<file path="src/hdl/fisu_pkg.sv">
// Package: opcodes, status codes, sequencer states and operand tables for the stack unit.
`default_nettype none
package fisu_pkg;

    localparam int unsigned DEFAULT_MAX_DEPTH = 256;
    localparam int unsigned DATA_W = 32;
    localparam int unsigned LIMIT_W = 9;

    typedef enum logic [4:0] {
        OP_PUSH   = 5'd0,
        OP_POP    = 5'd1,
        OP_TOP    = 5'd2,
        OP_DUP    = 5'd3,
        OP_SWAP   = 5'd4,
        OP_ADD    = 5'd5,
        OP_SUB    = 5'd6,
        OP_MUL    = 5'd7,
        OP_DIV    = 5'd8,
        OP_DIVMOD = 5'd9,
        OP_MOD    = 5'd10,
        OP_OVER   = 5'd11,
        OP_ROT    = 5'd12,
        OP_DROP   = 5'd13,
        OP_2SWAP  = 5'd14,
        OP_2DUP   = 5'd15,
        OP_2OVER  = 5'd16,
        OP_2DROP  = 5'd17
    } t_op;

    typedef enum logic [1:0] {
        ST_OK    = 2'd0,
        ST_UNDER = 2'd1,
        ST_OVER  = 2'd2,
        ST_DIVZ  = 2'd3
    } t_status;

    typedef enum logic [3:0] {
        S_IDLE,
        S_CHECK,
        S_RD,
        S_RDWAIT,
        S_EXEC,
        S_DIVRUN,
        S_WR,
        S_DONE
    } t_state;

    // Divider control/status between top level and divider.
    typedef struct packed {
        logic start;
    } t_div_ctl;

    typedef struct packed {
        logic busy;
        logic done;
    } t_div_sts;

    // Entries an opcode needs on the stack before it runs.
    function automatic logic [2:0] op_need(input logic [4:0] op);
        logic [2:0] n;
        case (op)
            OP_PUSH:   n = 3'd0;
            OP_POP, OP_TOP, OP_DUP, OP_DROP: n = 3'd1;
            OP_ROT:    n = 3'd3;
            OP_2SWAP, OP_2OVER: n = 3'd4;
            OP_SWAP, OP_ADD, OP_SUB, OP_MUL, OP_DIV, OP_DIVMOD, OP_MOD,
            OP_OVER, OP_2DUP, OP_2DROP: n = 3'd2;
            default:   n = 3'd0;
        endcase
        return n;
    endfunction

    // Entries an opcode adds to the stack.
    function automatic logic [1:0] op_grow(input logic [4:0] op);
        logic [1:0] g;
        case (op)
            OP_PUSH, OP_DUP, OP_OVER: g = 2'd1;
            OP_2DUP, OP_2OVER:        g = 2'd2;
            default:                  g = 2'd0;
        endcase
        return g;
    endfunction

    // Number of entries read from the top before execution.
    function automatic logic [2:0] op_reads(input logic [4:0] op);
        logic [2:0] r;
        case (op)
            OP_POP, OP_TOP, OP_DUP: r = 3'd1;
            OP_ROT: r = 3'd3;
            OP_2SWAP, OP_2OVER: r = 3'd4;
            OP_SWAP, OP_ADD, OP_SUB, OP_MUL, OP_DIV, OP_DIVMOD, OP_MOD,
            OP_OVER, OP_2DUP: r = 3'd2;
            default: r = 3'd0;
        endcase
        return r;
    endfunction

endpackage
`default_nettype wire

</file>
<file path="src/hdl/fisu_div.sv">
// Iterative signed divider, one quotient bit per cycle, truncating toward zero.
`default_nettype none
module fisu_div
    import fisu_pkg::*;
(
    input  wire logic              i_clk,
    input  wire logic              i_rst_n,
    input  wire t_div_ctl          i_ctl,
    input  wire logic [DATA_W-1:0] i_dividend,
    input  wire logic [DATA_W-1:0] i_divisor,
    output t_div_sts               o_sts,
    output logic [DATA_W-1:0]      o_quot,
    output logic [DATA_W-1:0]      o_rem
);
    localparam int unsigned CNT_W = $clog2(DATA_W + 1);

    logic [DATA_W-1:0] r_q, n_q;
    logic [DATA_W-1:0] r_r, n_r;
    logic [DATA_W-1:0] r_d, n_d;
    logic              r_qneg, n_qneg;
    logic              r_rneg, n_rneg;
    logic [CNT_W-1:0]  r_cnt, n_cnt;
    logic              r_busy, n_busy;
    logic              r_done, n_done;

    logic [DATA_W:0]   trial;
    logic [DATA_W:0]   shifted;

    // Restoring step on magnitudes
    always_comb begin
        shifted = {r_r, r_q[DATA_W-1]};
        trial   = shifted - {1'b0, r_d};
    end

    always_comb begin
        n_q = r_q; n_r = r_r; n_d = r_d; n_qneg = r_qneg; n_rneg = r_rneg;
        n_cnt = r_cnt; n_busy = r_busy; n_done = 1'b0;
        if (i_ctl.start) begin
            n_q    = i_dividend[DATA_W-1] ? (~i_dividend + 1'b1) : i_dividend;
            n_d    = i_divisor[DATA_W-1] ? (~i_divisor + 1'b1) : i_divisor;
            n_r    = '0;
            n_qneg = i_dividend[DATA_W-1] ^ i_divisor[DATA_W-1];
            n_rneg = i_dividend[DATA_W-1];
            n_cnt  = CNT_W'(DATA_W);
            n_busy = 1'b1;
        end else if (r_busy) begin
            if (!trial[DATA_W]) begin
                n_r = trial[DATA_W-1:0];
                n_q = {r_q[DATA_W-2:0], 1'b1};
            end else begin
                n_r = shifted[DATA_W-1:0];
                n_q = {r_q[DATA_W-2:0], 1'b0};
            end
            n_cnt = r_cnt - 1'b1;
            if (r_cnt == CNT_W'(1)) begin
                n_busy = 1'b0;
                n_done = 1'b1;
            end
        end
    end

    always_ff @(posedge i_clk) begin
        if (!i_rst_n) begin
            r_busy <= 1'b0;
            r_done <= 1'b0;
            r_cnt  <= '0;
        end else begin
            r_busy <= n_busy;
            r_done <= n_done;
            r_cnt  <= n_cnt;
        end
        r_q <= n_q; r_r <= n_r; r_d <= n_d; r_qneg <= n_qneg; r_rneg <= n_rneg;
    end

    assign o_sts.busy = r_busy;
    assign o_sts.done = r_done;
    assign o_quot = r_qneg ? (~r_q + 1'b1) : r_q;
    assign o_rem  = r_rneg ? (~r_r + 1'b1) : r_r;
endmodule
`default_nettype wire

</file>
<file path="config.mk">
export PLATFORM = sky130hd
export DESIGN_NAME = fisu_div
export DESIGN_NICKNAME = d
export VERILOG_FILES = /design/src/hdl/fisu_pkg.sv /design/src/hdl/fisu_div.sv
export SDC_FILE = /design/constraint.sdc
export NUM_CORES = 1
export LEC_CHECK = 0
export BUFFER_PORTS_ARGS = -buffer_cell sky130_fd_sc_hd__clkbuf_2
export CAP_MARGIN = 25
export CORE_UTILIZATION = 59
export DETAILED_ROUTE_END_ITERATION = 16
export HOLD_SLACK_MARGIN = 0.15
export PLACE_DENSITY = 0.86
export SETUP_SLACK_MARGIN = 0.15
export SLEW_MARGIN = 20
export SYNTH_ARGS = -nofsm -noshare
export SYNTH_HDL_FRONTEND = slang
export SYNTH_SLANG_ARGS = --single-unit
</file>
<file path="constraint.sdc">
create_clock -name i_clk -period 3.5 [get_ports i_clk]
set_input_delay 0.175 -clock i_clk [delete_from_list [all_inputs] [get_ports i_clk]]
set_output_delay 0.175 -clock i_clk [all_outputs]
set_load 0.05 [all_outputs]
</file>
== Word level (Yosys, flattened, before mapping) ==
Cells that the tools add are included.

* Output and inout bits: 66
* Input port bits: 67
* Word-level logic and storage cells: 41
* Register bits: 106

* Add/sub/neg operators: 6
* Eq/ne operators: 1
* Reductions and logical operators: 3
* Bitwise logic cells: 7
* Muxes and demuxes: 14

{| class="wikitable"
|+ Operators with widths
! kind !! number
|-
| 2-to-1 mux 32 bit || 6
|-
| adder 32 x 1 -> 32 bit (second input constant) || 4
|-
| inverter 32 bit || 4
|-
| subtractor 33 x 32 -> 33 bit || 1
|-
| 2-to-1 mux 31 bit || 1
|-
| 2-to-1 mux 6 bit || 2
|-
| equality test 6 x 1 -> 1 bit (second input constant) || 1
|-
| subtractor 6 x 1 -> 6 bit (second input constant) || 1
|-
| 2-to-1 mux 1 bit || 5
|-
| OR reduction 3 bit || 1
|-
| inverter 1 bit || 2
|-
| nonzero test 2 bit || 1
|-
| OR reduction 2 bit || 1
|-
| XOR 1 bit || 1
|}

== Longest topological paths before layout ==
Gate-level depths: netlist (run 1).

* Depth after elaboration: 4
* Depth in mapped cells: 14

== Least setup slack after synthesis (run 1) ==
OpenSTA, ideal clock, no wires.

* Kind: register -> register
* Start point: register r_q[31]
* End point: register r_r[15]
* Required time: 3.414 ns
* Buffers on the path: 2
* Cell stages (with the launch flop): 15
* Period minus slack after synthesis: 3.062 ns
* Data arrival time: 2.977 ns
* Path slack: 0.438 ns
* Cell sequence: edfxtp_1 > inv_1 > ha_1 > fa_1 > nand2b_1 > a21oi_1 > o21ai_1 > a211oi_1 > o211a_1 > nor3_2 > or3_1 > buf_4 > buf_4 > mux2i_1 > a211oi_1

* Longest elaborated chain between the ends: 2

{| class="wikitable"
|+ RTL lines
! item !! line !! RTL
|-
| start, declared || fisu_div.sv:17 || <nowiki>logic [DATA_W-1:0] r_q, n_q;</nowiki>
|-
| start signal, assigned || fisu_div.sv:72 || <nowiki>r_q <= n_q; r_r <= n_r; r_d <= n_d; r_qneg <= n_qneg; r_rneg <= n_rneg;</nowiki>
|-
| subtractor 33 x 32 -> 33 bit || fisu_div.sv:32 || <nowiki>trial = shifted - {1'b0, r_d};</nowiki>
|-
| 2-to-1 mux 32 bit || fisu_div.sv:47 || <nowiki>if (!trial[DATA_W]) begin</nowiki>
|-
| end signal, assigned || fisu_div.sv:72 ||
|-
| end, declared || fisu_div.sv:18 || <nowiki>logic [DATA_W-1:0] r_r, n_r;</nowiki>
|}

No other way between the ends.
A chain may end at the register's enable or synchronous reset.

== Worst setup path after layout (run 1) ==
* Start point: register r_q[21]
* End point: output o_quot[30]

* Longest elaborated chain between the ends: 3

{| class="wikitable"
|+ RTL lines
! item !! line !! RTL
|-
| inverter 32 bit || fisu_div.sv:77 || <nowiki>assign o_quot = r_qneg ? (~r_q + 1'b1) : r_q;</nowiki>
|-
| adder 32 x 1 -> 32 bit || fisu_div.sv:77 ||
|-
| 2-to-1 mux 32 bit || fisu_div.sv:77 ||
|-
| end, declared || fisu_div.sv:12 || <nowiki>output logic [DATA_W-1:0] o_quot,</nowiki>
|}

No other way between the ends.

==> results by group, run 1 <==
Run status
  – Status: completed

Drt
  – Antenna Nets Post-Route: 0
  – Per-cell routed wire length: ~17 µm
  – Vias: roughly 8.1k
  – Vias per cell: 6.12
  – Drt pass-1 iters: 6
  – Remaining DRCs: 0
  – Total Wirelength: between 20 and 25 mm
  – Iteration-0 DRC Markers: 773

Clocking
  – Root Driver: clkbuf_16
  – Number of CTS-inserted buffers: 9
  – CTS clk-pin slew, worst paths: around 0.07 ns
  – CTS Buffer Depth: 2
  – CTS tree: done
  – CTS H-tree depth: 3
  – CTS sink cnt: between 100 and 150
  – Worst-skew pair later-pin latency: approximately 0.36 ns

Critical path
  – WP data arrival: between 3 and 4 ns
  – Reg2Reg Depth: 13
  – RR Endpoint: r_r[3]
  – Worst r2r src: r_q[31]
  – Nature of the critical path endpoint: output pin
  – Crit path required time: 3.32 ns
  – R2R setup slack: about 0.30 ns
  – Critical-path maximum fanout: 4
  – Startpoint Class: flip-flop
  – CP Class: flip-flop to output pin

GRT
  – Global-route total usage across every layer: 0.306
  – M2 GR Usage: 0.483
  – Vias in the first global route: between 7k and 8k
  – First-pass GRT wire length: about 36 mm
  – GR Layer Usage met3: 0.0530
  – Antenna violations before repair: 0
  – Grt total ovfl: 0
  – Pin count of the biggest net entering global routing: 94
  – Met1 Resource Use GR: 0.410
  – GR peak layer: met2

STA
  – Clock skew: approximately 0.012 ns
  – Final Hold Vio Count: 0
  – Final Setup Violations: 0
  – Fmax: 303 MHz
  – RSZ-0062 raised after global routing: yes
  – Final Cycle Share: 0.944
  – Setup TNS: 0 ns
  – Slew @ Worst Pin: between 1 and 1.5 ns
  – Tmin final: about 3.3 ns
  – Slack of the critical path: 0.195 ns
  – Number of slew-limit violations in the final report: 0
  – Slew headroom: 0.265

Placed design
  – Final RePlAce weighted congestion: between 1 and 1.5
  – Post-Place Cell Area: 9360 µm²
  – Dpl hpwl: 16.6 mm
  – PortBufs: about 130
  – Placement Setup Slack: about 0.17 ns

Synth
  – Register bit total from synthesis: roughly 110
  – Post-synthesis net count: 1,113
  – Asr flop ratio synth: 0
  – Post-Synthesis Cell Area: 8590 µm²
  – Synthesized netlist cell count: between 1k and 1.5k
  – Ys flop type: edfxtp_1
  – Sequential share of the synthesized area: 0.324
  – Post-synth EDFFs: 66
  – Synthesis Warnings: 0
  – Cell variety after synth: 67
  – Mapped Avg Cell Area: ~8.5 µm²

Power
  – PwrDens: ~470 nW/µm²
  – Max IR drop VDD: approximately 0.34 mV
  – Leakage: 4.03 nW

Die
  – Chip height: approximately 120 µm
  – Boundary Pins: 133
  – Initial Utilization: 0.612
  – CORE AREA: 14,000 µm²
  – Die extent in x: roughly 120 µm
  – Die footprint: 15,000 µm²
  – Cell Rows: 43

Hold path
  – Min-Delay Path Depth: 2
  – Min-Delay Path Class: primary input to flip-flop
  – WHS Endpoint: r_d[13]
  – HP Start: i_divisor[13]

Final layout
  – Fill count: roughly 1.0k
  – Nets@finish: around 1.2k
  – Share of cells above drive strength 1: 0.186
  – Layout area overhead: 16.8%
  – Final Instance Area: approximately 10,000 µm²
  – Diodes inserted: 0

Run
  – Max Cap Viol: 0
-- Yosys cell counts (all sizes together) (2+ instances only) --
master	instances	share of area
nand3b	7	0.0066
a41oi	5	0.0051
a211oi	19	0.017
a32oi	3	0.0031
xnor2	105	0.11
o31a	2	0.0020
or3	25	0.021
ha	38	0.055
nor4	9	0.0083
nor2b	10	0.0073
o21a	5	0.0044
xor2	38	0.039
a21o	11	0.0096
and3	5	0.0036
a22o	2	0.0020
nor2	88	0.038
o221ai	2	0.0020
nand2	79	0.035
clkbuf	38	0.017
edfxtp	66	0.23
o31ai	32	0.029
mux2	2	0.0026
o41ai	18	0.021
buf	11	0.0076
nand2b	14	0.011
dfxtp	40	0.093
and4	2	0.0020
or4	14	0.013
o211ai	4	0.0035
or2	7	0.0051
a311oi	3	0.0031
a311o	2	0.0023
a31oi	9	0.0066
a21boi	4	0.0035
inv	59	0.026
o21ai	73	0.043
mux2i	24	0.028
a21oi	73	0.043
nand4b	2	0.0020
nand3	21	0.012
nor3	13	0.0093
nand4	11	0.0080
-- metrics by stage --
step / power [W] / instances / util / hold WS (ns)
3_5_place_dp: 0.00366 / 1280 / 0.667 / 0.423
2_1_floorplan: 0.00316 / 1007 / - / 0.274
6_report: 0.00472 / 1321 / 0.715 / 0.157
5_1_grt: 0.00494 / 1321 / 0.715 / 0.162
4_1_cts: 0.00467 / 1321 / 0.710 / 0.152
3_3_place_gp: 0.00362 / 1280 / 0.667 / 0.426
-- worst max-delay path: stages (launching register included) --
cell,delay (ns)
edfxtp_1,0.39
or4_4,0.56
or3_4,0.35
or3_4,0.36
or4_4,0.47
o31ai_1,0.26
xnor2_1,0.16
buf_4,0.23
-- flip-flops by register name, summed over array words and instances, names as in the netlist --
| signal | cells |
|---|---|
| r_d | 32 |
| r_done | 1 |
| r_qneg | 1 |
| r_cnt | 6 |
| r_r | 32 |
| r_rneg | 1 |
| r_busy | 1 |
| r_q | 32 |
-- metal layers --
| layer | up-vias | wire length, µm | part of all wire |
|---|---|---|---|
| met4 | 0 | 703 | 0.031 |
| li1 | 3918 | - | - |
| met1 | 3736 | 9770 | 0.43 |
| met3 | 57 | 1550 | 0.069 |
| met5 | - | 0 | 0 |
| met2 | 377 | 10500 | 0.47 |
-- area by class of cell --
cell class              instances  area (µm²)  area share
multi-input cells             793        5490       0.547
flip-flops and latches        106        2790       0.278
repair buffers                167        1040       0.104
clock buffers                  10         229      0.0228
well taps                     180         225      0.0224
inverters                      59         221      0.0221
clock inverters                 6        42.5     0.00424
-- layout by cell type (no fill, tap or decap), types with 10 or more instances in the layout --
| master | instances |
|---|---|
| o21ai_0 | 66 |
| nand2_1 | 77 |
| o31ai_1 | 29 |
| inv_1 | 58 |
| or3_1 | 18 |
| nor2_1 | 87 |
| buf_4 | 16 |
| o41ai_1 | 15 |
| nor2b_1 | 10 |
| nand2b_1 | 11 |
| a21oi_1 | 72 |
| xnor2_1 | 105 |
| dlygate4sd3_1 | 19 |
| nand3_1 | 21 |
| xor2_1 | 38 |
| clkbuf_2 | 124 |
| edfxtp_1 | 66 |
| a21o_1 | 11 |
| dfxtp_1 | 38 |
| nand4_1 | 11 |
| mux2i_1 | 24 |
| ha_1 | 37 |
| a211oi_1 | 17 |
-- cells by family after synthesis --
logic type      after synthesis  share of synthesized area
buf+inv                     108                     0.0499
fa+ha+maj                    39                     0.0577
flops                       106                      0.324
simple gates                309                      0.184
xor+xnor                    143                      0.146
mux                          26                     0.0306
compound gates              276                      0.208
-- worst max-delay path by stage --
stage | startpoint | endpoint | slack (ns) | depth (start not counted)
final | r_q[21] | o_quot[30] | 0.19 | 7
after global routing | r_r[0] | o_rem[30] | 0.11 | 11
after CTS | r_r[0] | o_rem[28] | 0.14 | 11
after detailed placement | r_q[31] | r_r[20] | 0.17 | 13
after global placement | r_q[31] | r_r[11] | 0.26 | 13
after floorplan | r_q[31] | r_r[15] | 0.44 | 14
-- repair_timing --
action / in CTS / in global routing
buffers inserted: 6 / 0
pin swaps: 3 / 9
setup endpoints to repair: 9 / 25
endpoints found under the hold margin: 21 / 0
hold buffers: 19 / 0
gates resized for setup: 25 / 19
-- report_power, final --
| part | total [W] | internal (W) | switching [W] | leakage [nW] |
|---|---|---|---|---|
| clock | 0.000956 | 0.000484 | 0.000472 | 0.127 |
| combinational | 0.00213 | 0.000714 | 0.00141 | 2.92 |
| sequential | 0.00163 | 0.00147 | 0.000161 | 0.976 |
Note: power is estimated with default switching activity, not from simulation.
==> inputs of run 2 (changes only) <==
--- a/config.mk
+++ b/config.mk
@@ -7,10 +7,10 @@
 export LEC_CHECK = 0
 export BUFFER_PORTS_ARGS = -buffer_cell sky130_fd_sc_hd__clkbuf_2
 export CAP_MARGIN = 25
-export CORE_UTILIZATION = 59
+export CORE_UTILIZATION = 53
 export DETAILED_ROUTE_END_ITERATION = 16
 export HOLD_SLACK_MARGIN = 0.15
-export PLACE_DENSITY = 0.86
+export PLACE_DENSITY = 0.82
 export SETUP_SLACK_MARGIN = 0.15
 export SLEW_MARGIN = 20
 export SYNTH_ARGS = -nofsm -noshare
==> constraint.sdc (replaced) <==
create_clock -name i_clk -period 2.8 [get_ports i_clk]
set_input_delay 0.14 -clock i_clk [delete_from_list [all_inputs] [get_ports i_clk]]
set_output_delay 0.14 -clock i_clk [all_outputs]
set_load 0.05 [all_outputs]
==> results by group, run 2 (synthesis gave the netlist of run 1 again) <==
Final layout
  – Share of cells above drive strength 1: 0.343 (+0.157)
  – Utilization after layout: 0.790 (+0.0757)
  – Largest registers: r_d: 32 flops, r_q: 32 flops, r_r: 32 flops
  – Fill count: 873 (-16%)
  – Flip-flop and latch area: 2790 µm² (+0.22%)
  – Nets@finish: 1,386 (+12%)
  – Layout area overhead: 45.6%
  – Final Instance Area: 12,500 µm² (+25%)
  – Commonest non-fill, non-tap cell in the layout: buf_4
  – Diodes inserted: 0 (unchanged)
  – Most frequent cells in the layout: buf_4, clkbuf_2, nor2_1, xnor2_1
  – Multi-input logic area: 6350 µm² (+16%)

GRT
  – Antenna violations before repair: 0 (unchanged)
  – Pin count of the biggest net entering global routing: 118 (+26%)
  – Grt total ovfl: 0 (unchanged)
  – Global-route total usage across every layer: 0.322 (+0.0164)
  – Vias in the first global route: 8,595 (+18%)
  – First-pass GRT wire length: 42.1 mm (+17%)

Run
  – Max Cap Viol: 0 (unchanged)

Placed design
  – Placement Setup Slack: -0.259 ns (-0.431 ns)
  – Post-Place Cell Area: 10,500 µm² (+12%)
  – Dpl hpwl: 18.0 mm (+8.0%)
  – PortBufs: 132 (unchanged)
  – Final RePlAce weighted congestion: 0.989 (-2.9%)

Hold path
  – Min-Delay Path Depth: 2 (unchanged)
  – Min-Delay Path Class: primary input to flip-flop
  – WHS Endpoint: r_d[24]
  – HP Start: i_divisor[24]

STA
  – Setup TNS: -15.07 ns (-15.07 ns)
  – Slew @ Worst Pin: 0.951 ns (-0.152 ns)
  – Number of slew-limit violations in the final report: 0 (unchanged)
  – Tmin final: 3.31 ns
  – Final Setup Violations: 51 (+51)
  – Clock skew: 0.00427 ns (-0.00790 ns)
  – Fmax: roughly 300 MHz
  – RSZ-0062 raised after global routing: yes
  – Slew headroom: 0.364 (+0.0987)
  – Final Cycle Share: 1.18
  – Slack of the critical path: -0.511 ns (-0.706 ns)
  – Final Hold Vio Count: 0 (unchanged)

Critical path
  – Startpoint Class: flip-flop
  – Worst r2r src: r_d[19]
  – WP data arrival: 3.17 ns (+0.04 ns)
  – Nature of the critical path endpoint: output pin
  – Critical-path maximum fanout: 3 (-1)
  – CP Class: flip-flop to output pin
  – Reg2Reg Depth: 12 (-1)
  – RR Endpoint: r_r[30]
  – R2R setup slack: -0.43 ns (-0.73 ns)
  – Crit-path slowest cell: or4_4
  – Crit path required time: 2.66 ns (-0.66 ns)
  – Critical Path Max Stage Delay: 0.56 ns (about the same)
  – Worst-path cell chain: or4_4 > or3_4 > or3_4 > buf_4 > buf_6 > buf_6 > o31ai_1 > xnor2_1 > clkbuf_8

Power
  – PwrDens: 563 nW/µm² (+20%)
  – Max IR drop VDD: 0.359 mV (+4.9%)
  – Internal: 0.00400 W (+50%)
  – P_sw: 0.00305 W (+49%)
  – Leakage: 5.14 nW (+28%)
  – Reg power frac: 0.286 (-0.060)
  – Combinational power share: 0.537 (+0.086)
  – Sw frac: 0.432 (-0.00126)
  – Total Power: 0.00704 W (+49%)
  – Clk network pwr share: 0.177 (-0.026)

Drt
  – Per-cell routed wire length: 20.1 µm (+18%)
  – Remaining DRCs: 0 (unchanged)
  – Total Wirelength: 30.2 mm (+34%)
  – Vias per cell: 6.30 (+2.9%)
  – Iteration-0 DRC Markers: 1,210 (+57%)
  – Antenna Nets Post-Route: 0 (unchanged)
  – Drt pass-1 iters: 6 (unchanged)
  – Vias: 9,459 (+17%)

Run status
  – Failing checks: negative setup slack
  – Status: finished, violations left

Clocking
  – CTS clk-pin slew, worst paths: 0.07 ns (about the same)
  – Root Driver: clkbuf_16
  – CTS sink cnt: 106 (unchanged)
  – CTS Buffer Depth: 2 (unchanged)
  – CTS tree: done
  – Worst-skew pair later-pin latency: 0.36 ns (about the same)
  – Number of CTS-inserted buffers: 9 (unchanged)
  – CTS H-tree depth: 3 (unchanged)

Die
  – Chip height: 129 µm (+5.4%)
  – Die extent in x: 129 µm (+5.4%)
  – CORE AREA: 15,800 µm² (+13%)
  – Die footprint: 16,700 µm² (+11%)
  – Cell Rows: 46 (+7.0%)
  – Boundary Pins: 133 (unchanged)
  – Initial Utilization: 0.543 (-0.0690)
run 2: how the worst max path moves through the flow:
stage | startpoint | endpoint | slack (ns)
after floorplan | r_q[21] | o_quot[31] | -0.06
after global placement | r_q[31] | r_r[18] | -0.11
after detailed placement | r_q[31] | r_r[16] | -0.26
after CTS | r_q[21] | o_quot[30] | -0.44
after global routing | r_q[21] | o_quot[27] | -0.59
final | r_q[21] | o_quot[27] | -0.51
run 2: layout make-up:
type,count,share of cell area
flip-flops and latches,106,0.223
clock buffers,9,0.0180
inverters,59,0.0179
clock inverters,7,0.00400
repair buffers,311,0.208
well taps,216,0.0216
multi-input cells,793,0.508
run 2: metrics by stage:
stage               cells  hold WS [ns]
global route         1501         0.181
finish               1501         0.177
CTS                  1481         0.157
global placement     1416         0.387
floorplan            1007         0.239
detailed placement   1416         0.392
run 2: routing by layer:
layer  GRT usage  vias up  wire length [µm]
li1            -     4218                 -
met1       0.419     4455             11400
met2       0.536      608             14500
met3      0.0405      178              2480
met4       0.146        0              1710
met5           0        -                 0
run 2: worst max-delay path: cells and delay by family (launching register included):
family	cells	cell delay, ns
buffers and inverters	4	0.57
and+or+nand+nor	3	1.25
DFF	1	0.43
xor gates and xnor gates	1	0.19
AOI/OAI and AO/OA	1	0.37
run 2: repair_timing:
item,CTS,global route
hold buffers,31,0
gates resized for setup,142,103
pin swaps,47,43
endpoints found under the hold margin,32,0
setup buffers,18,17
endpoints found under the setup margin,72,75
cloned,0,1
run 2: power by group through the flow:
stage	registers, W	clock network [W]	logic, W
after global placement	0.00202	0	0.00291
final	0.00202	0.00124	0.00378
after detailed placement	0.00202	0	0.00297
after CTS	0.00200	0.00124	0.00336
after global routing	0.00203	0.00132	0.00395
after floorplan	0.00200	0	0.00204
==> inputs of run 3 (changes only) <==
--- a/config.mk
+++ b/config.mk
@@ -7,10 +7,10 @@
 export LEC_CHECK = 0
 export BUFFER_PORTS_ARGS = -buffer_cell sky130_fd_sc_hd__clkbuf_2
 export CAP_MARGIN = 25
-export CORE_UTILIZATION = 53
+export CORE_UTILIZATION = 59
 export DETAILED_ROUTE_END_ITERATION = 16
 export HOLD_SLACK_MARGIN = 0.15
-export PLACE_DENSITY = 0.82
+export PLACE_DENSITY = 0.86
 export SETUP_SLACK_MARGIN = 0.15
 export SLEW_MARGIN = 20
 export SYNTH_ARGS = -nofsm -noshare
==> constraint.sdc (replaced) <==
create_clock -name i_clk -period 3.34 [get_ports i_clk]
set_input_delay 0.167 -clock i_clk [delete_from_list [all_inputs] [get_ports i_clk]]
set_output_delay 0.167 -clock i_clk [all_outputs]
set_load 0.05 [all_outputs]
==> results by group, run 3 (synthesis gave the netlist of run 1 again) <==
Clocking
  – CTS sink cnt: 106 (unchanged)
  – CTS H-tree depth: 3 (unchanged)
  – CTS Buffer Depth: 2 (unchanged)
  – CTS clk-pin slew, worst paths: 0.07 ns (about the same)
  – Worst-skew pair later-pin latency: 0.37 ns (about the same)
  – Root Driver: clkbuf_16
  – CTS tree: done
  – Number of CTS-inserted buffers: 9 (unchanged)

Drt
  – Per-cell routed wire length: 18.1 µm (-9.8%)
  – Iteration-0 DRC Markers: 886 (-27%)
  – Vias: 8,369 (-12%)
  – Drt pass-1 iters: 5 (-1)
  – Remaining DRCs: 0 (unchanged)
  – Vias per cell: 6.20 (-1.6%)
  – Antenna Nets Post-Route: 0 (unchanged)
  – Total Wirelength: 24.5 mm (-19%)

Die
  – CORE AREA: 14,000 µm² (-11%)
  – Die footprint: 15,000 µm² (-10%)
  – Die extent in x: 123 µm (-5.1%)
  – Chip height: 123 µm (-5.1%)
  – Boundary Pins: 133 (unchanged)
  – Initial Utilization: 0.612 (+0.0690)
  – Cell Rows: 43 (-6.5%)

GRT
  – Global-route total usage across every layer: 0.319 (-0.00345)
  – Antenna violations before repair: 0 (unchanged)
  – Vias in the first global route: 7,570 (-12%)
  – Pin count of the biggest net entering global routing: 70 (-41%)
  – Grt total ovfl: 0 (unchanged)
  – First-pass GRT wire length: 37.2 mm (-12%)

STA
  – Setup TNS: 0 ns (+15.07 ns)
  – Slew headroom: 0.403 (+0.0396)
  – Fin Hold WS: 0.156 ns (-0.0208 ns)
  – Final Hold Vio Count: 0 (unchanged)
  – Tmin final: between 3 and 4 ns
  – Clock skew: 0.0151 ns (+0.0108 ns)
  – Slack of the critical path: 0.0312 ns (+0.543 ns)
  – Slew @ Worst Pin: 0.892 ns (-0.0591 ns)
  – Fmax: roughly 300 MHz
  – Number of slew-limit violations in the final report: 0 (unchanged)
  – Final Cycle Share: 0.991
  – RSZ-0062 raised after global routing: yes
  – Final Setup Violations: 0 (-100%)

Power
  – Max IR drop VDD: 0.317 mV (-12%)
  – Leakage: 4.27 nW (-17%)
  – PwrDens: 494 nW/µm² (-12%)
  – Total Power: 0.00525 W (-25%)

Final layout
  – Share of cells above drive strength 1: 0.234 (-0.110)
  – Most frequent cells in the layout: clkbuf_2, xnor2_1, nor2_1
  – Diodes inserted: 0 (unchanged)
  – Nets@finish: 1,270 (-8.4%)
  – Utilization after layout: 0.757 (-0.0335)
  – Largest registers: r_d: 32 flops, r_q: 32 flops, r_r: 32 flops
  – Layout area overhead: 23.7%
  – Commonest non-fill, non-tap cell in the layout: clkbuf_2

Run
  – Max Cap Viol: 0 (unchanged)

Critical path
  – Nature of the critical path endpoint: output pin
  – Critical-path maximum fanout: 3 (unchanged)
  – Worst-path cell chain: or4_4 > or3_4 > or3_4 > or4_4 > o41ai_4 > xnor2_2 > buf_8
  – CP Class: flip-flop to output pin
  – Crit path required time: 3.17 ns (+0.51 ns)
  – Critical Path Max Stage Delay: 0.55 ns (about the same)
  – Startpoint Class: flip-flop
  – Crit-path slowest cell: or4_4
  – WP data arrival: 3.14 ns (-0.03 ns)

Placed design
  – PortBufs: 132 (unchanged)
  – Final RePlAce weighted congestion: 0.940 (-5.0%)
  – Placement Setup Slack: 0.0133 ns (+0.272 ns)
  – Dpl hpwl: 16.8 mm (-6.4%)

Run status
  – Status: completed

Hold path
  – Min-Delay Path Class: primary input to flip-flop
[run 3: changes by cell type in the layout (fill, tap and decap cells not counted), sizes merged]
cell	before	now
buf	174	46
clkbuf	115	134
clkinv	2	1
clkinvlp	2	0
dlygate4sd3	31	25
inv	62	64
[run 3: through the flow]
step | area (µm²) | instances
global placement | 9420 | 1288
detailed placement | 9420 | 1288
CTS | 10300 | 1341
global route | 10600 | 1349
finish | 10600 | 1349
floorplan | 8590 | 1007
[run 3: path summary, 6_finish.rpt]
path	from	cells past startpoint	endpoint	slack [ns]
worst max-delay path	r_q[21]	7	o_quot[31]	0.03
worst min-delay path	i_divisor[10]	2	r_d[10]	0.16
worst max register to register	r_r[6]	11	r_r[13]	0.23
worst min register to register	r_cnt[0]	2	r_cnt[0]	0.49
[run 3: repair_timing]
item                                    in CTS  in global routing
buffers inserted                            12                  6
gates cloned                                 0                  1
hold endpoints to repair                    27                  0
endpoints found under the setup margin      35                 56
resized for setup                           50                 66
pin swaps                                   13                 24
hold buffers                                25                  0
[run 3: power by group]
part	internal, W	switching, W	leakage, nW
combinational	0.000857	0.00159	3.14
sequential	0.00154	0.000157	0.978
clock	0.000568	0.000542	0.153
[run 3: final cells by class]
type	instances	area, µm²
multi-input combinational	793	5760
fill	942	3410
sequential	106	2790
timing repair buffer	195	1330
clock buffer	10	250
tap	180	225
inverter	59	224
clock inverter	6	51.3
[run 3: critical path: cells and delay by family, from the launching register on]
kind / cells / cell delay [ns]
flops: 1 / 0.39
compound gates: 1 / 0.28
simple gates: 4 / 1.73
xor+xnor: 1 / 0.19
buf+inv: 1 / 0.18
[run 3: routing by layer]
layer / GRT usage / part of all wire
met5: 0 / 0
met2: 0.534 / 0.48
met3: 0.0567 / 0.083
met4: 0.107 / 0.029
met1: 0.413 / 0.41
